File: src/rtl/core/dls_pkg.sv
// ----------------------------------------------------------------------------
// dls_pkg
// shared widths, codes and types of the directional light shading block
// ----------------------------------------------------------------------------
package dls_pkg;

   // fixed point formats
   localparam int NORMAL_FRAC = 8;
   localparam int GAIN_FRAC   = 8;
   localparam int ACC_FRAC    = 8;

   // field widths
   localparam int COORD_W = 16;
   localparam int COLOR_W = 8;
   localparam int BASE_W  = 24;
   localparam int GAIN_W  = 10;
   localparam int ACC_W   = 32;

   // datapath widths
   localparam int SQ_W      = 32;                       // dx^2 + dy^2 + dz^2
   localparam int DOT_W     = 34;                       // signed dot product
   localparam int MAG_W     = 32;                       // |dot|
   localparam int ROOT_W    = 32;                       // square root working value
   localparam int BIT_W     = 31;                       // square root probe bit
   localparam int LEN_W     = 16;                       // direction length
   localparam int LG_W      = COLOR_W + GAIN_W;         // light * gain
   localparam int MA_W      = LG_W + 1;                 // multiplier port a, signed
   localparam int MB_W      = MAG_W + 1;                // multiplier port b, signed
   localparam int PROD_W    = MA_W + MB_W;
   localparam int NUM_SHIFT = GAIN_FRAC + NORMAL_FRAC - ACC_FRAC;
   localparam int NUM_W     = LG_W + MAG_W - NUM_SHIFT; // dividend / quotient
   localparam int QSAT_W    = ACC_W + 2;                // clamped quotient magnitude
   localparam int CONTRIB_W = QSAT_W + 1;
   localparam int SUM_W     = CONTRIB_W + 1;
   localparam int SUB_W     = ROOT_W + 2;

   // sequencer step counts
   localparam int MUL_STEPS  = 6;
   localparam int SQRT_STEPS = 16;
   localparam int DIV_STEPS  = NUM_W;
   localparam int STEP_W     = 6;

   // configuration port
   localparam int CSR_ADDR_W = 4;
   localparam int CSR_DATA_W = 32;

   typedef enum logic [1:0] {
      REG_RED_GAIN   = 2'd0,
      REG_GREEN_GAIN = 2'd1,
      REG_BLUE_GAIN  = 2'd2
   } dls_reg_type;

   typedef enum logic [1:0] {
      CH_RED   = 2'd0,
      CH_GREEN = 2'd1,
      CH_BLUE  = 2'd2
   } dls_chan_type;

   typedef enum logic [6:0] {
      ST_IDLE = 7'b0000001,
      ST_MUL  = 7'b0000010,
      ST_SQRT = 7'b0000100,
      ST_CHAN = 7'b0001000,
      ST_DIV  = 7'b0010000,
      ST_ADD  = 7'b0100000,
      ST_FIN  = 7'b1000000
   } dls_state_type;

   typedef struct packed {
      logic [BASE_W-1:0]         base_color;
      logic signed [COORD_W-1:0] normal_x;
      logic signed [COORD_W-1:0] normal_y;
      logic signed [COORD_W-1:0] normal_z;
      logic [COLOR_W-1:0]        light_red;
      logic [COLOR_W-1:0]        light_green;
      logic [COLOR_W-1:0]        light_blue;
      logic signed [COORD_W-1:0] dir_x;
      logic signed [COORD_W-1:0] dir_y;
      logic signed [COORD_W-1:0] dir_z;
      logic                      light_valid;
      logic                      last_light;
      logic                      load_base;
      logic [GAIN_W-1:0]         red_gain;
      logic [GAIN_W-1:0]         green_gain;
      logic [GAIN_W-1:0]         blue_gain;
   } dls_cmd_type;

   typedef struct packed {
      logic busy;
      logic done;
      logic emit;
   } dls_sts_type;

endpackage

File: src/rtl/core/dls_engine.sv
// ----------------------------------------------------------------------------
// dls_engine
// sequenced shading datapath: one multiplier reused for squares, dot product and
// channel products, one subtractor for square root and division, saturating accumulation
// ----------------------------------------------------------------------------
module dls_engine (
   input  logic                          clock,
   input  logic                          reset,
   input  logic                          start,
   input  dls_pkg::dls_cmd_type          cmd,
   input  logic                          out_free,
   output dls_pkg::dls_sts_type          sts,
   output logic [dls_pkg::COLOR_W-1:0]   shade_red,
   output logic [dls_pkg::COLOR_W-1:0]   shade_green,
   output logic [dls_pkg::COLOR_W-1:0]   shade_blue
);

   dls_pkg::dls_state_type               state_ff, state_in;
   logic [dls_pkg::STEP_W-1:0]           step_ff, step_in;
   logic [1:0]                           ch_ff, ch_in;
   dls_pkg::dls_cmd_type                 cmd_ff, cmd_in;
   logic [dls_pkg::SQ_W-1:0]             sq_ff, sq_in;
   logic signed [dls_pkg::DOT_W-1:0]     dot_ff, dot_in;
   logic [dls_pkg::ROOT_W-1:0]           res_ff, res_in;
   logic [dls_pkg::BIT_W-1:0]            bit_ff, bit_in;
   logic signed [dls_pkg::PROD_W-1:0]    prod_ff, prod_in;
   logic [dls_pkg::LEN_W-1:0]            rem_ff, rem_in;
   logic [dls_pkg::NUM_W-1:0]            num_ff, num_in;
   logic signed [dls_pkg::ACC_W-1:0]     acc_ff [3];
   logic signed [dls_pkg::ACC_W-1:0]     acc_in [3];

   logic signed [dls_pkg::MA_W-1:0]      mul_a;
   logic signed [dls_pkg::MB_W-1:0]      mul_b;
   logic [dls_pkg::SUB_W-1:0]            sub_a, sub_b, diff;
   logic                                 ge;
   logic [dls_pkg::LEN_W-1:0]            len;
   logic signed [dls_pkg::DOT_W-1:0]     dot_abs;
   logic [dls_pkg::MAG_W-1:0]            mag;
   logic [dls_pkg::COLOR_W-1:0]          light_sel;
   logic [dls_pkg::GAIN_W-1:0]           gain_sel;
   logic [dls_pkg::QSAT_W-1:0]           qsat;
   logic signed [dls_pkg::CONTRIB_W-1:0] contrib;
   logic signed [dls_pkg::SUM_W-1:0]     sum;
   logic signed [dls_pkg::ACC_W-1:0]     sat_sum;
   logic [dls_pkg::LEN_W:0]              div_shift;

   assign len       = res_ff[dls_pkg::LEN_W-1:0];
   assign dot_abs   = dot_ff[dls_pkg::DOT_W-1] ? -dot_ff : dot_ff;
   assign mag       = dot_abs[dls_pkg::MAG_W-1:0];
   assign div_shift = {rem_ff, num_ff[dls_pkg::NUM_W-1]};

   // channel operand select
   always_comb begin
      case (ch_ff)
         dls_pkg::CH_RED: begin
            light_sel = cmd_ff.light_red;
            gain_sel  = cmd_ff.red_gain;
         end
         dls_pkg::CH_GREEN: begin
            light_sel = cmd_ff.light_green;
            gain_sel  = cmd_ff.green_gain;
         end
         default: begin
            light_sel = cmd_ff.light_blue;
            gain_sel  = cmd_ff.blue_gain;
         end
      endcase
   end

   // shared multiplier operands
   always_comb begin
      mul_a = '0;
      mul_b = '0;
      case (state_ff)
         dls_pkg::ST_MUL: begin
            case (step_ff)
               6'd0: begin
                  mul_a = dls_pkg::MA_W'(cmd_ff.dir_x);
                  mul_b = dls_pkg::MB_W'(cmd_ff.dir_x);
               end
               6'd1: begin
                  mul_a = dls_pkg::MA_W'(cmd_ff.dir_y);
                  mul_b = dls_pkg::MB_W'(cmd_ff.dir_y);
               end
               6'd2: begin
                  mul_a = dls_pkg::MA_W'(cmd_ff.dir_z);
                  mul_b = dls_pkg::MB_W'(cmd_ff.dir_z);
               end
               6'd3: begin
                  mul_a = dls_pkg::MA_W'(cmd_ff.dir_x);
                  mul_b = dls_pkg::MB_W'(cmd_ff.normal_x);
               end
               6'd4: begin
                  mul_a = dls_pkg::MA_W'(cmd_ff.dir_y);
                  mul_b = dls_pkg::MB_W'(cmd_ff.normal_y);
               end
               6'd5: begin
                  mul_a = dls_pkg::MA_W'(cmd_ff.dir_z);
                  mul_b = dls_pkg::MB_W'(cmd_ff.normal_z);
               end
               default: begin
                  mul_a = '0;
                  mul_b = '0;
               end
            endcase
         end
         dls_pkg::ST_CHAN: begin
            if (step_ff == '0) begin
               mul_a = $signed({{(dls_pkg::MA_W-dls_pkg::COLOR_W){1'b0}}, light_sel});
               mul_b = $signed({{(dls_pkg::MB_W-dls_pkg::GAIN_W){1'b0}}, gain_sel});
            end else begin
               mul_a = $signed({1'b0, prod_ff[dls_pkg::LG_W-1:0]});
               mul_b = $signed({1'b0, mag});
            end
         end
         default: begin
            mul_a = '0;
            mul_b = '0;
         end
      endcase
   end

   assign prod_in = dls_pkg::PROD_W'(mul_a) * dls_pkg::PROD_W'(mul_b);

   // shared subtractor: root trial and division trial
   always_comb begin
      sub_a = '0;
      sub_b = '0;
      case (state_ff)
         dls_pkg::ST_SQRT: begin
            sub_a = dls_pkg::SUB_W'(sq_ff);
            sub_b = dls_pkg::SUB_W'(res_ff) + dls_pkg::SUB_W'(bit_ff);
         end
         dls_pkg::ST_DIV: begin
            sub_a = dls_pkg::SUB_W'(div_shift);
            sub_b = dls_pkg::SUB_W'(len);
         end
         default: begin
            sub_a = '0;
            sub_b = '0;
         end
      endcase
   end

   assign diff = sub_a - sub_b;
   assign ge   = ~diff[dls_pkg::SUB_W-1];

   // signed contribution and saturating add
   always_comb begin
      if (|num_ff[dls_pkg::NUM_W-1:dls_pkg::QSAT_W-1]) begin
         qsat = {1'b1, {(dls_pkg::QSAT_W-1){1'b0}}};
      end else begin
         qsat = num_ff[dls_pkg::QSAT_W-1:0];
      end
      if (dot_ff[dls_pkg::DOT_W-1]) begin
         contrib = -$signed({1'b0, qsat});
      end else begin
         contrib = $signed({1'b0, qsat});
      end
      sum = dls_pkg::SUM_W'(acc_ff[ch_ff]) + dls_pkg::SUM_W'(contrib);
      if (!sum[dls_pkg::SUM_W-1] && (|sum[dls_pkg::SUM_W-2:dls_pkg::ACC_W-1])) begin
         sat_sum = {1'b0, {(dls_pkg::ACC_W-1){1'b1}}};
      end else if (sum[dls_pkg::SUM_W-1] && !(&sum[dls_pkg::SUM_W-2:dls_pkg::ACC_W-1])) begin
         sat_sum = {1'b1, {(dls_pkg::ACC_W-1){1'b0}}};
      end else begin
         sat_sum = sum[dls_pkg::ACC_W-1:0];
      end
   end

   // sequencer
   always_comb begin
      state_in = state_ff;
      step_in  = step_ff;
      ch_in    = ch_ff;
      cmd_in   = cmd_ff;
      sq_in    = sq_ff;
      dot_in   = dot_ff;
      res_in   = res_ff;
      bit_in   = bit_ff;
      rem_in   = rem_ff;
      num_in   = num_ff;
      for (int i = 0; i < 3; i++) begin
         acc_in[i] = acc_ff[i];
      end
      case (state_ff)
         dls_pkg::ST_IDLE: begin
            if (start) begin
               cmd_in  = cmd;
               step_in = '0;
               sq_in   = '0;
               dot_in  = '0;
               if (cmd.load_base) begin
                  acc_in[dls_pkg::CH_RED]   = $signed({16'b0, cmd.base_color[7:0], 8'b0});
                  acc_in[dls_pkg::CH_GREEN] = $signed({16'b0, cmd.base_color[15:8], 8'b0});
                  acc_in[dls_pkg::CH_BLUE]  = $signed({16'b0, cmd.base_color[23:16], 8'b0});
               end
               state_in = cmd.light_valid ? dls_pkg::ST_MUL : dls_pkg::ST_FIN;
            end
         end
         dls_pkg::ST_MUL: begin
            // product of step n-1 is folded in at step n
            if (step_ff >= 6'd1 && step_ff <= 6'd3) begin
               sq_in = sq_ff + prod_ff[dls_pkg::SQ_W-1:0];
            end else if (step_ff >= 6'd4) begin
               dot_in = dot_ff + prod_ff[dls_pkg::DOT_W-1:0];
            end
            step_in = step_ff + 6'd1;
            if (step_ff == dls_pkg::STEP_W'(dls_pkg::MUL_STEPS)) begin
               step_in  = '0;
               res_in   = '0;
               bit_in   = {1'b1, {(dls_pkg::BIT_W-1){1'b0}}};
               state_in = dls_pkg::ST_SQRT;
            end
         end
         dls_pkg::ST_SQRT: begin
            if (ge) begin
               sq_in  = diff[dls_pkg::SQ_W-1:0];
               res_in = (res_ff >> 1) + dls_pkg::ROOT_W'(bit_ff);
            end else begin
               res_in = res_ff >> 1;
            end
            bit_in  = bit_ff >> 2;
            step_in = step_ff + 6'd1;
            if (step_ff == dls_pkg::STEP_W'(dls_pkg::SQRT_STEPS - 1)) begin
               step_in  = '0;
               ch_in    = dls_pkg::CH_RED;
               // zero dot (as with zero length) leaves every channel unchanged
               state_in = (dot_ff == '0) ? dls_pkg::ST_FIN : dls_pkg::ST_CHAN;
            end
         end
         dls_pkg::ST_CHAN: begin
            step_in = step_ff + 6'd1;
            if (step_ff == 6'd2) begin
               num_in   = prod_ff[dls_pkg::NUM_SHIFT +: dls_pkg::NUM_W];
               rem_in   = '0;
               step_in  = '0;
               state_in = dls_pkg::ST_DIV;
            end
         end
         dls_pkg::ST_DIV: begin
            rem_in  = ge ? diff[dls_pkg::LEN_W-1:0] : div_shift[dls_pkg::LEN_W-1:0];
            num_in  = {num_ff[dls_pkg::NUM_W-2:0], ge};
            step_in = step_ff + 6'd1;
            if (step_ff == dls_pkg::STEP_W'(dls_pkg::DIV_STEPS - 1)) begin
               step_in  = '0;
               state_in = dls_pkg::ST_ADD;
            end
         end
         dls_pkg::ST_ADD: begin
            acc_in[ch_ff] = sat_sum;
            if (ch_ff == dls_pkg::CH_BLUE) begin
               state_in = dls_pkg::ST_FIN;
            end else begin
               ch_in    = ch_ff + 2'd1;
               state_in = dls_pkg::ST_CHAN;
            end
         end
         dls_pkg::ST_FIN: begin
            if (!cmd_ff.last_light || out_free) begin
               state_in = dls_pkg::ST_IDLE;
            end
         end
         default: begin
            state_in = dls_pkg::ST_IDLE;
         end
      endcase
   end

   always_ff @(posedge clock) begin
      if (reset) begin
         state_ff <= dls_pkg::ST_IDLE;
         step_ff  <= '0;
         ch_ff    <= '0;
         for (int i = 0; i < 3; i++) begin
            acc_ff[i] <= '0;
         end
      end else begin
         state_ff <= state_in;
         step_ff  <= step_in;
         ch_ff    <= ch_in;
         for (int i = 0; i < 3; i++) begin
            acc_ff[i] <= acc_in[i];
         end
      end
   end

   always_ff @(posedge clock) begin
      cmd_ff  <= cmd_in;
      sq_ff   <= sq_in;
      dot_ff  <= dot_in;
      res_ff  <= res_in;
      bit_ff  <= bit_in;
      prod_ff <= prod_in;
      rem_ff  <= rem_in;
      num_ff  <= num_in;
   end

   // truncate and clamp to 0..255
   function automatic logic [dls_pkg::COLOR_W-1:0] clamp_shade(
      input logic signed [dls_pkg::ACC_W-1:0] acc
   );
      logic [dls_pkg::COLOR_W-1:0] v;
      if (acc[dls_pkg::ACC_W-1]) begin
         v = '0;
      end else if (|acc[dls_pkg::ACC_W-2:dls_pkg::ACC_FRAC+dls_pkg::COLOR_W]) begin
         v = '1;
      end else begin
         v = acc[dls_pkg::ACC_FRAC +: dls_pkg::COLOR_W];
      end
      return v;
   endfunction

   assign shade_red   = clamp_shade(acc_ff[dls_pkg::CH_RED]);
   assign shade_green = clamp_shade(acc_ff[dls_pkg::CH_GREEN]);
   assign shade_blue  = clamp_shade(acc_ff[dls_pkg::CH_BLUE]);

   assign sts.busy = (state_ff != dls_pkg::ST_IDLE);
   assign sts.done = (state_ff == dls_pkg::ST_FIN);
   assign sts.emit = cmd_ff.last_light;

   // remainder stays below the divisor through the division
   assert property (@(posedge clock) disable iff (reset)
      (state_ff == dls_pkg::ST_DIV) |-> (rem_ff < len))
      else $error("division remainder not below divisor");

   // a channel pass only starts with a nonzero direction length
   assert property (@(posedge clock) disable iff (reset)
      (state_ff == dls_pkg::ST_CHAN) |-> (len != '0))
      else $error("channel pass with zero length");

   // base colour load leaves the red accumulator an integer value of at most 255
   assert property (@(posedge clock) disable iff (reset)
      (state_ff == dls_pkg::ST_IDLE && start && cmd.load_base) |=>
         (acc_ff[dls_pkg::CH_RED][7:0] == '0 && acc_ff[dls_pkg::CH_RED][31:16] == '0))
      else $error("bad base colour load");

endmodule

File: src/rtl/core/directional_light_shading_top.sv
// ----------------------------------------------------------------------------
// directional_light_shading_top
// flat lambert shading of a polygon under a run of directional lights
// ----------------------------------------------------------------------------
// usage:
//   one request carries one (polygon, light) pair on the req_ channel
//   (valid/stall). the first request of a run loads the base colour; every
//   request with light_valid adds that light; the request with last_light
//   set produces one result on the rsp_ channel and closes the run.
//   gains are set over the csr_ apb port (red 0x0, green 0x4, blue 0x8)
//   while the block is idle: a user rule that the block does not enforce.
// sequencing:
//   one request at a time; req_stall is high while the engine works.
//   a valid light with nonzero dot product runs the six shared multiplies,
//   16 square root steps, then per channel the light * gain * |dot| product,
//   42 divide steps and 1 add. a light with zero dot product skips the
//   channel passes; an invalid light goes straight to the finish state.
//   the result goes to the output register once done and the slot is free.
// reset:
//   synchronous, active high; gains, run state and accumulators clear.
// stall:
//   one output register; a finished result waits there while a new request
//   is taken. a second result waits inside the engine until the slot frees.
// ----------------------------------------------------------------------------
module directional_light_shading_top (
   input  logic                                    clock,
   input  logic                                    reset,

   // request channel
   input  logic                                    req_valid,
   output logic                                    req_stall,
   input  logic [dls_pkg::BASE_W-1:0]              req_base_color,
   input  logic signed [dls_pkg::COORD_W-1:0]      req_normal_x,
   input  logic signed [dls_pkg::COORD_W-1:0]      req_normal_y,
   input  logic signed [dls_pkg::COORD_W-1:0]      req_normal_z,
   input  logic [dls_pkg::COLOR_W-1:0]             req_light_red,
   input  logic [dls_pkg::COLOR_W-1:0]             req_light_green,
   input  logic [dls_pkg::COLOR_W-1:0]             req_light_blue,
   input  logic signed [dls_pkg::COORD_W-1:0]      req_dir_x,
   input  logic signed [dls_pkg::COORD_W-1:0]      req_dir_y,
   input  logic signed [dls_pkg::COORD_W-1:0]      req_dir_z,
   input  logic                                    req_light_valid,
   input  logic                                    req_last_light,

   // result channel
   output logic                                    rsp_valid,
   input  logic                                    rsp_stall,
   output logic [dls_pkg::COLOR_W-1:0]             rsp_shade_red,
   output logic [dls_pkg::COLOR_W-1:0]             rsp_shade_green,
   output logic [dls_pkg::COLOR_W-1:0]             rsp_shade_blue,

   // configuration port
   input  logic                                    csr_psel,
   input  logic                                    csr_penable,
   input  logic                                    csr_pwrite,
   input  logic [dls_pkg::CSR_ADDR_W-1:0]          csr_paddr,
   input  logic [dls_pkg::CSR_DATA_W-1:0]          csr_pwdata,
   output logic [dls_pkg::CSR_DATA_W-1:0]          csr_prdata,
   output logic                                    csr_pready
);

   logic [dls_pkg::GAIN_W-1:0]  red_gain_ff, red_gain_in;
   logic [dls_pkg::GAIN_W-1:0]  green_gain_ff, green_gain_in;
   logic [dls_pkg::GAIN_W-1:0]  blue_gain_ff, blue_gain_in;
   logic                        run_active_ff, run_active_in;
   logic                        rsp_valid_ff, rsp_valid_in;
   logic [dls_pkg::COLOR_W-1:0] shade_red_ff, shade_red_in;
   logic [dls_pkg::COLOR_W-1:0] shade_green_ff, shade_green_in;
   logic [dls_pkg::COLOR_W-1:0] shade_blue_ff, shade_blue_in;

   dls_pkg::dls_cmd_type        cmd;
   dls_pkg::dls_sts_type        sts;
   dls_pkg::dls_reg_type        reg_sel;
   logic                        req_take;
   logic                        csr_write;
   logic                        out_free;
   logic                        out_load;
   logic [dls_pkg::COLOR_W-1:0] eng_red, eng_green, eng_blue;

   // ---------------------------------------------------------------- csr port
   assign csr_pready = 1'b1;
   assign csr_write  = csr_psel & csr_penable & csr_pwrite;
   assign reg_sel    = dls_pkg::dls_reg_type'(csr_paddr[dls_pkg::CSR_ADDR_W-1:2]);

   always_comb begin
      red_gain_in   = red_gain_ff;
      green_gain_in = green_gain_ff;
      blue_gain_in  = blue_gain_ff;
      if (csr_write) begin
         case (reg_sel)
            dls_pkg::REG_RED_GAIN:   red_gain_in   = csr_pwdata[dls_pkg::GAIN_W-1:0];
            dls_pkg::REG_GREEN_GAIN: green_gain_in = csr_pwdata[dls_pkg::GAIN_W-1:0];
            dls_pkg::REG_BLUE_GAIN:  blue_gain_in  = csr_pwdata[dls_pkg::GAIN_W-1:0];
            default: begin
               // unmapped address, write dropped
               red_gain_in = red_gain_ff;
            end
         endcase
      end
   end

   // read mux, unmapped addresses read zero
   always_comb begin
      case (reg_sel)
         dls_pkg::REG_RED_GAIN:   csr_prdata = dls_pkg::CSR_DATA_W'(red_gain_ff);
         dls_pkg::REG_GREEN_GAIN: csr_prdata = dls_pkg::CSR_DATA_W'(green_gain_ff);
         dls_pkg::REG_BLUE_GAIN:  csr_prdata = dls_pkg::CSR_DATA_W'(blue_gain_ff);
         default:                 csr_prdata = '0;
      endcase
   end

   // ---------------------------------------------------------------- request side
   // engine takes one request at a time
   assign req_stall = sts.busy;
   assign req_take  = req_valid & ~sts.busy;

   // a run opens on the first request and closes on last_light
   assign run_active_in = req_take ? ~req_last_light : run_active_ff;

   always_comb begin
      cmd.base_color  = req_base_color;
      cmd.normal_x    = req_normal_x;
      cmd.normal_y    = req_normal_y;
      cmd.normal_z    = req_normal_z;
      cmd.light_red   = req_light_red;
      cmd.light_green = req_light_green;
      cmd.light_blue  = req_light_blue;
      cmd.dir_x       = req_dir_x;
      cmd.dir_y       = req_dir_y;
      cmd.dir_z       = req_dir_z;
      cmd.light_valid = req_light_valid;
      cmd.last_light  = req_last_light;
      cmd.load_base   = ~run_active_ff;
      cmd.red_gain    = red_gain_ff;
      cmd.green_gain  = green_gain_ff;
      cmd.blue_gain   = blue_gain_ff;
   end

   dls_engine u_engine (
      .clock       (clock),
      .reset       (reset),
      .start       (req_take),
      .cmd         (cmd),
      .out_free    (out_free),
      .sts         (sts),
      .shade_red   (eng_red),
      .shade_green (eng_green),
      .shade_blue  (eng_blue)
   );

   // ---------------------------------------------------------------- result side
   // output slot is free when empty or being drained this cycle
   assign out_free = ~rsp_valid_ff | ~rsp_stall;
   assign out_load = sts.done & sts.emit & out_free;

   always_comb begin
      rsp_valid_in   = rsp_valid_ff;
      shade_red_in   = shade_red_ff;
      shade_green_in = shade_green_ff;
      shade_blue_in  = shade_blue_ff;
      if (out_load) begin
         rsp_valid_in   = 1'b1;
         shade_red_in   = eng_red;
         shade_green_in = eng_green;
         shade_blue_in  = eng_blue;
      end else if (rsp_valid_ff && !rsp_stall) begin
         rsp_valid_in = 1'b0;
      end
   end

   assign rsp_valid       = rsp_valid_ff;
   assign rsp_shade_red   = shade_red_ff;
   assign rsp_shade_green = shade_green_ff;
   assign rsp_shade_blue  = shade_blue_ff;

   // ---------------------------------------------------------------- registers
   always_ff @(posedge clock) begin
      if (reset) begin
         red_gain_ff   <= '0;
         green_gain_ff <= '0;
         blue_gain_ff  <= '0;
         run_active_ff <= 1'b0;
         rsp_valid_ff  <= 1'b0;
      end else begin
         red_gain_ff   <= red_gain_in;
         green_gain_ff <= green_gain_in;
         blue_gain_ff  <= blue_gain_in;
         run_active_ff <= run_active_in;
         rsp_valid_ff  <= rsp_valid_in;
      end
   end

   // result payload
   always_ff @(posedge clock) begin
      shade_red_ff   <= shade_red_in;
      shade_green_ff <= shade_green_in;
      shade_blue_ff  <= shade_blue_in;
   end

   // a finished result blocked by a stalled output keeps the request side closed
   assert property (@(posedge clock) disable iff (reset)
      (sts.done && sts.emit && rsp_valid_ff && rsp_stall) |=> req_stall)
      else $error("result dropped while output stalled");

   // a stalled result stays valid
   assert property (@(posedge clock) disable iff (reset)
      (rsp_valid_ff && rsp_stall) |=> rsp_valid_ff)
      else $error("result lost while stalled");

   // a stalled result keeps its payload
   assert property (@(posedge clock) disable iff (reset)
      (rsp_valid_ff && rsp_stall) |=>
         $stable({shade_red_ff, shade_green_ff, shade_blue_ff}))
      else $error("result payload changed while stalled");

endmodule

File: config.mk
export PLATFORM = sky130hd
export DESIGN_NAME = directional_light_shading_top
export DESIGN_NICKNAME = d
export VERILOG_FILES = /design/src/rtl/core/dls_pkg.sv /design/src/rtl/core/dls_engine.sv /design/src/rtl/core/directional_light_shading_top.sv
export SDC_FILE = /design/constraint.sdc
export NUM_CORES = 2
export LEC_CHECK = 0
export BUFFER_PORTS_ARGS = -buffer_cell sky130_fd_sc_hd__buf_2
export CAP_MARGIN = 15
export CORE_ASPECT_RATIO = 1.4
export CORE_UTILIZATION = 60
export DETAILED_ROUTE_END_ITERATION = 16
export HOLD_SLACK_MARGIN = 0.03
export PLACE_DENSITY = 0.88
export SYNTH_ARGS = -nofsm -noshare
export SYNTH_HDL_FRONTEND = slang
export SYNTH_SLANG_ARGS = --single-unit
File: constraint.sdc
create_clock -name clock -period 19.1 [get_ports clock]
set_input_delay 2.865 -clock clock [delete_from_list [all_inputs] [get_ports clock]]
set_output_delay 2.865 -clock clock [all_outputs]
set_load 0.05 [all_outputs]
==> impl_summary.txt <==
----------------------------------------------------
[Run status]
  Outcome ... finished clean

[Setup path]
  Setup Crit Path Kind ... reg2reg
  Most prevalent standard cell on the critical path ... sky130_fd_sc_hd__fa_1
  Gate family responsible for the most delay along the worst path ... compound AO/OA/AOI/OAI gates
  Bufs and invs on worst path ... 4
  Type of element capturing the critical path ... flip-flop
  Slowest cell on crit path ... sky130_fd_sc_hd__a22o_1
  R2r startpoint ... u_engine.step_ff[2]$_SDFFE_PP0P_
  CP arrival ... 12640 ps
  Longest individual stage delay on the worst path ... just under 900 ps
  Required arrival time at the worst endpoint ... 19660 ps
  Worst-path maximum fanout ... 30
  Critical path startpoint category ... flip-flop
  Launch point of the worst path ... u_engine.step_ff[2]$_SDFFE_PP0P_

[Timing]
  Max frequency ... roughly 0.083 GHz
  Final worst path period share ... 0.633
  RSZ-0062 raised after global routing ... no
  Finish-stage setup viols ... 0
  Post-Route Setup TNS ... 0 ps
  Worst Max-Slew Pin Slew ... 1150 ps
  Minimum clock period after layout ... between 10000 and 15000 ps
  Final Hold Violating Endpoints ... 0
  Relative slew margins ... 0.228
  Slack of the critical path ... 7020 ps
  Final number of max-transition violations ... 0
  Minimum hold slack ... 457 ps
  Max Clock Skew ... around 39 ps

[Layout]
  Fin nets ... 6828
  Ratio of cells with drive above 1 in the final layout ... 0.0778
  Filler Cell Count ... 6618
  Post-layout instance area ... 0.0565 mm2
  Layout Area Growth over Synthesis ... 7.90%

[Logic synthesis]
  Synthesized flop and latch total ... about 540
  Syn. warnings ... 0
  Sequential area share after synthesis ... 0.273
  Proportion of synthesized flip-flops having asynchronous set or reset ... 0
  Syn Std Cell Area ... roughly 0.052 mm2
  Number of synthesized flops with an enable pin ... 347
  Main synth FF type ... sky130_fd_sc_hd__edfxtp_1
  Count of cell types in the netlist ... 84
  Mapped Avg Cell Area ... a little over 9 um2
  Cell count after synthesis ... 5652

[Clock tree]
  Total clock buffers created by CTS ... 52
  Number of hold buffers added after CTS ... 0
  Clock insertion delay at the later pin of the skew report ... about 650 ps
  Post_cts resized ... 0
  Number of sinks on the clock net ... between 500 and 600
  Post CTS Setup Buffer Count ... 0
  Clock-pin slew on the worst setup and hold paths ... 70 ps
  TritonCTS clock tree ... done
  CTS Root Buffer Type ... sky130_fd_sc_hd__clkbuf_16
  Buffers from clock root to sink, at most ... 3
  Deepest level of the CTS H-tree ... 2

[GRT]
  Maximum number of pins on one net before global-route repair ... 90
  Number of antenna violations at the first check in global routing ... 14
  GRT Resource Usage Total ... 0.352
  Global-route wire length before repair ... 243 mm
  Leftover overflow at the end of global routing ... 0
  Number of global-route vias before repair ... about 46000

[Die]
  Core ar. ... 0.0861 mm2
  Area of the die ... 0.0885 mm2
  Die width ... 252 um
  Initial cell density of the core ... 0.608
  Ports placed on the boundary ... 248
  Die height ... 352 um
  Site row count ... 127

[Placed design]
  Setup slack after placement ... 7410 ps
  HPWL after detailed placement ... 115 mm
  Number of port buffers ... 200
  GPL Wtd Cong ... about 1
  Cell Area, Placed ... 0.0547 mm2

[Pwr]
  Ratio of total power to cell area ... roughly 67 mW/mm2
  Leakage power total ... 25.6 nW
  Tot Pwr ... 3.80 mW
  Worst voltage drop across the vdd grid ... around 0.00007 V

[Hold path]
  Beginning of the worst hold path ... red_gain_ff[7]$_SDFFE_PP0P_
  Worst min-delay path category ... reg2reg

[Drt]
  Routed via count divided by cell count ... between 6 and 7
  DRC violation count after routing ... 0
  Iteration count of the initial detailed-routing pass ... 8
  Total wirelength of the detailed-routed design ... 155 mm
  Antenna Nets Post-Route ... 0
  DRC marker count from the first detailed-route iteration ... 4782
  Via total after detailed routing ... 44200
  Post-detailed-route wirelength per cell ... 22.3 um

[Run]
  Maximum capacitance violations ... 0

----------------------------------------------------
[per-stage QoR]
stage	util	instances
2_1_floorplan	-	5673
3_3_place_gp	0.635	6836
3_5_place_dp	0.635	6836
4_1_cts	0.656	6933
5_1_grt	0.656	6944
6_report	0.657	6946
[Yosys cell counts (24+ instances only)]
library cell	instances	area (um2)
sky130_fd_sc_hd__a21oi_1	217	1090
sky130_fd_sc_hd__and2_1	120	751
sky130_fd_sc_hd__buf_4	24	180
sky130_fd_sc_hd__dfxtp_1	195	3900
sky130_fd_sc_hd__a22o_1	34	298
sky130_fd_sc_hd__ha_1	311	3890
sky130_fd_sc_hd__a211oi_1	52	390
sky130_fd_sc_hd__a21o_1	81	608
sky130_fd_sc_hd__nand3_1	57	285
sky130_fd_sc_hd__a31oi_1	41	257
sky130_fd_sc_hd__edfxtp_1	347	10400
sky130_fd_sc_hd__nand2b_1	50	313
sky130_fd_sc_hd__or3_1	48	300
sky130_fd_sc_hd__clkbuf_1	231	867
sky130_fd_sc_hd__o22ai_1	32	200
sky130_fd_sc_hd__a22oi_1	57	428
sky130_fd_sc_hd__xor2_1	112	981
sky130_fd_sc_hd__fa_1	597	12000
sky130_fd_sc_hd__nor4_1	24	150
sky130_fd_sc_hd__xnor2_1	129	1130
sky130_fd_sc_hd__o21a_1	39	293
sky130_fd_sc_hd__o31ai_1	28	210
sky130_fd_sc_hd__nand4_1	27	169
sky130_fd_sc_hd__nor2_1	530	1990
sky130_fd_sc_hd__o21bai_1	30	225
sky130_fd_sc_hd__mux2i_1	68	681
sky130_fd_sc_hd__a221o_1	62	621
sky130_fd_sc_hd__inv_1	653	2450
sky130_fd_sc_hd__nor3_1	83	415
sky130_fd_sc_hd__o21ai_0	222	1110
sky130_fd_sc_hd__nand2_1	788	2960
sky130_fd_sc_hd__nor2b_1	30	188
[path summary, 6_finish.rpt]
check / end / slack [ps] / depth (start not counted)
min: u_engine.cmd_ff[27]$_DFFE_PP_ / 460 / 0
max reg2reg: u_engine.prod_ff[46]$_DFF_P_ / 7020 / 28
min reg2reg: u_engine.cmd_ff[27]$_DFFE_PP_ / 460 / 0
max: u_engine.prod_ff[46]$_DFF_P_ / 7020 / 28
[flip-flops by register name (all words and copies together) (netlist names), 10 cells and up, named ones only]
signal and flops:
u_engine.cmd_ff 150, u_engine.acc_ff 96, u_engine.prod_ff 50, u_engine.num_ff 42, u_engine.dot_ff 34, u_engine.res_ff 32, u_engine.sq_ff 32, u_engine.bit_ff 16
u_engine.rem_ff 16, blue_gain_ff 10, green_gain_ff 10, red_gain_ff 10
[worst reg2reg max path, delay by kind of cell, from the launching register on]
family / cells / cell delay (ps)
buffers and inverters: 4 / 820
flip-flops: 1 / 380
AO/OA/AOI/OAI: 9 / 4320
AND/OR/NAND/NOR: 7 / 2700
adder cells (fa/ha/maj): 8 / 3770
[cells by family after synthesis]
logic type | share of synthesized area
simple gates | 0.157
other cells | 0.000143
buf+inv | 0.0691
xor+xnor | 0.0403
fa+ha+maj | 0.302
mux | 0.0130
compound gates | 0.145
flops | 0.273
[area by class of cell]
cell class | instances | area [um2] | share of cell area
Antenna cell | 11 | 27.5 | 0.000487
Tap cell | 1161 | 1450 | 0.0257
Clock buffer | 64 | 1450 | 0.0257
Timing Repair Buffer | 288 | 1670 | 0.0296
Multi-Input combinational cell | 4194 | 34800 | 0.615
Inverter | 653 | 2460 | 0.0434
Clock inverter | 33 | 360 | 0.00637
Sequential cell | 542 | 14300 | 0.253
[layer usage]
| layer | share of wire | GRT usage | up-vias |
|---|---|---|---|
| met5 | 0.00036 | 0 | - |
| met4 | 0.082 | 0.248 | 8 |
| met3 | 0.097 | 0.0694 | 801 |
| met2 | 0.49 | 0.605 | 2691 |
| met1 | 0.33 | 0.392 | 21400 |
| li1 | - | - | 19300 |
[report_power, final]
| part | switching [mW] | internal [mW] |
|---|---|---|
| combinational | 0.760 | 0.343 |
| sequential | 0.126 | 1.46 |
| clock | 0.498 | 0.615 |
| total | 1.38 | 2.42 |
[cell usage in the layout, fill, tap and decap left out, drive strengths merged, types with 19 or more instances in the layout]
cell type,n
a22o,34
inv,655
a211oi,52
a221o,62
o21bai,30
o22ai,32
or4,19
or3,49
nor3,83
ha,311
o21a,39
and3,19
mux2i,68
nor4,24
conb,23
xor2,112
clkinv,20
a22oi,57
o21ai,233
edfxtp,347
nand4,27
nand2b,50
nand3,57
buf,288
a31oi,41
clkbuf,64
nor2,530
fa,597
nor2b,30
and2,122
a221oi,23
a21o,81
nand2,789
o31ai,29
xnor2,129
a21oi,217
dfxtp,195
No activity file was read; power rests on OpenSTA's default activity.
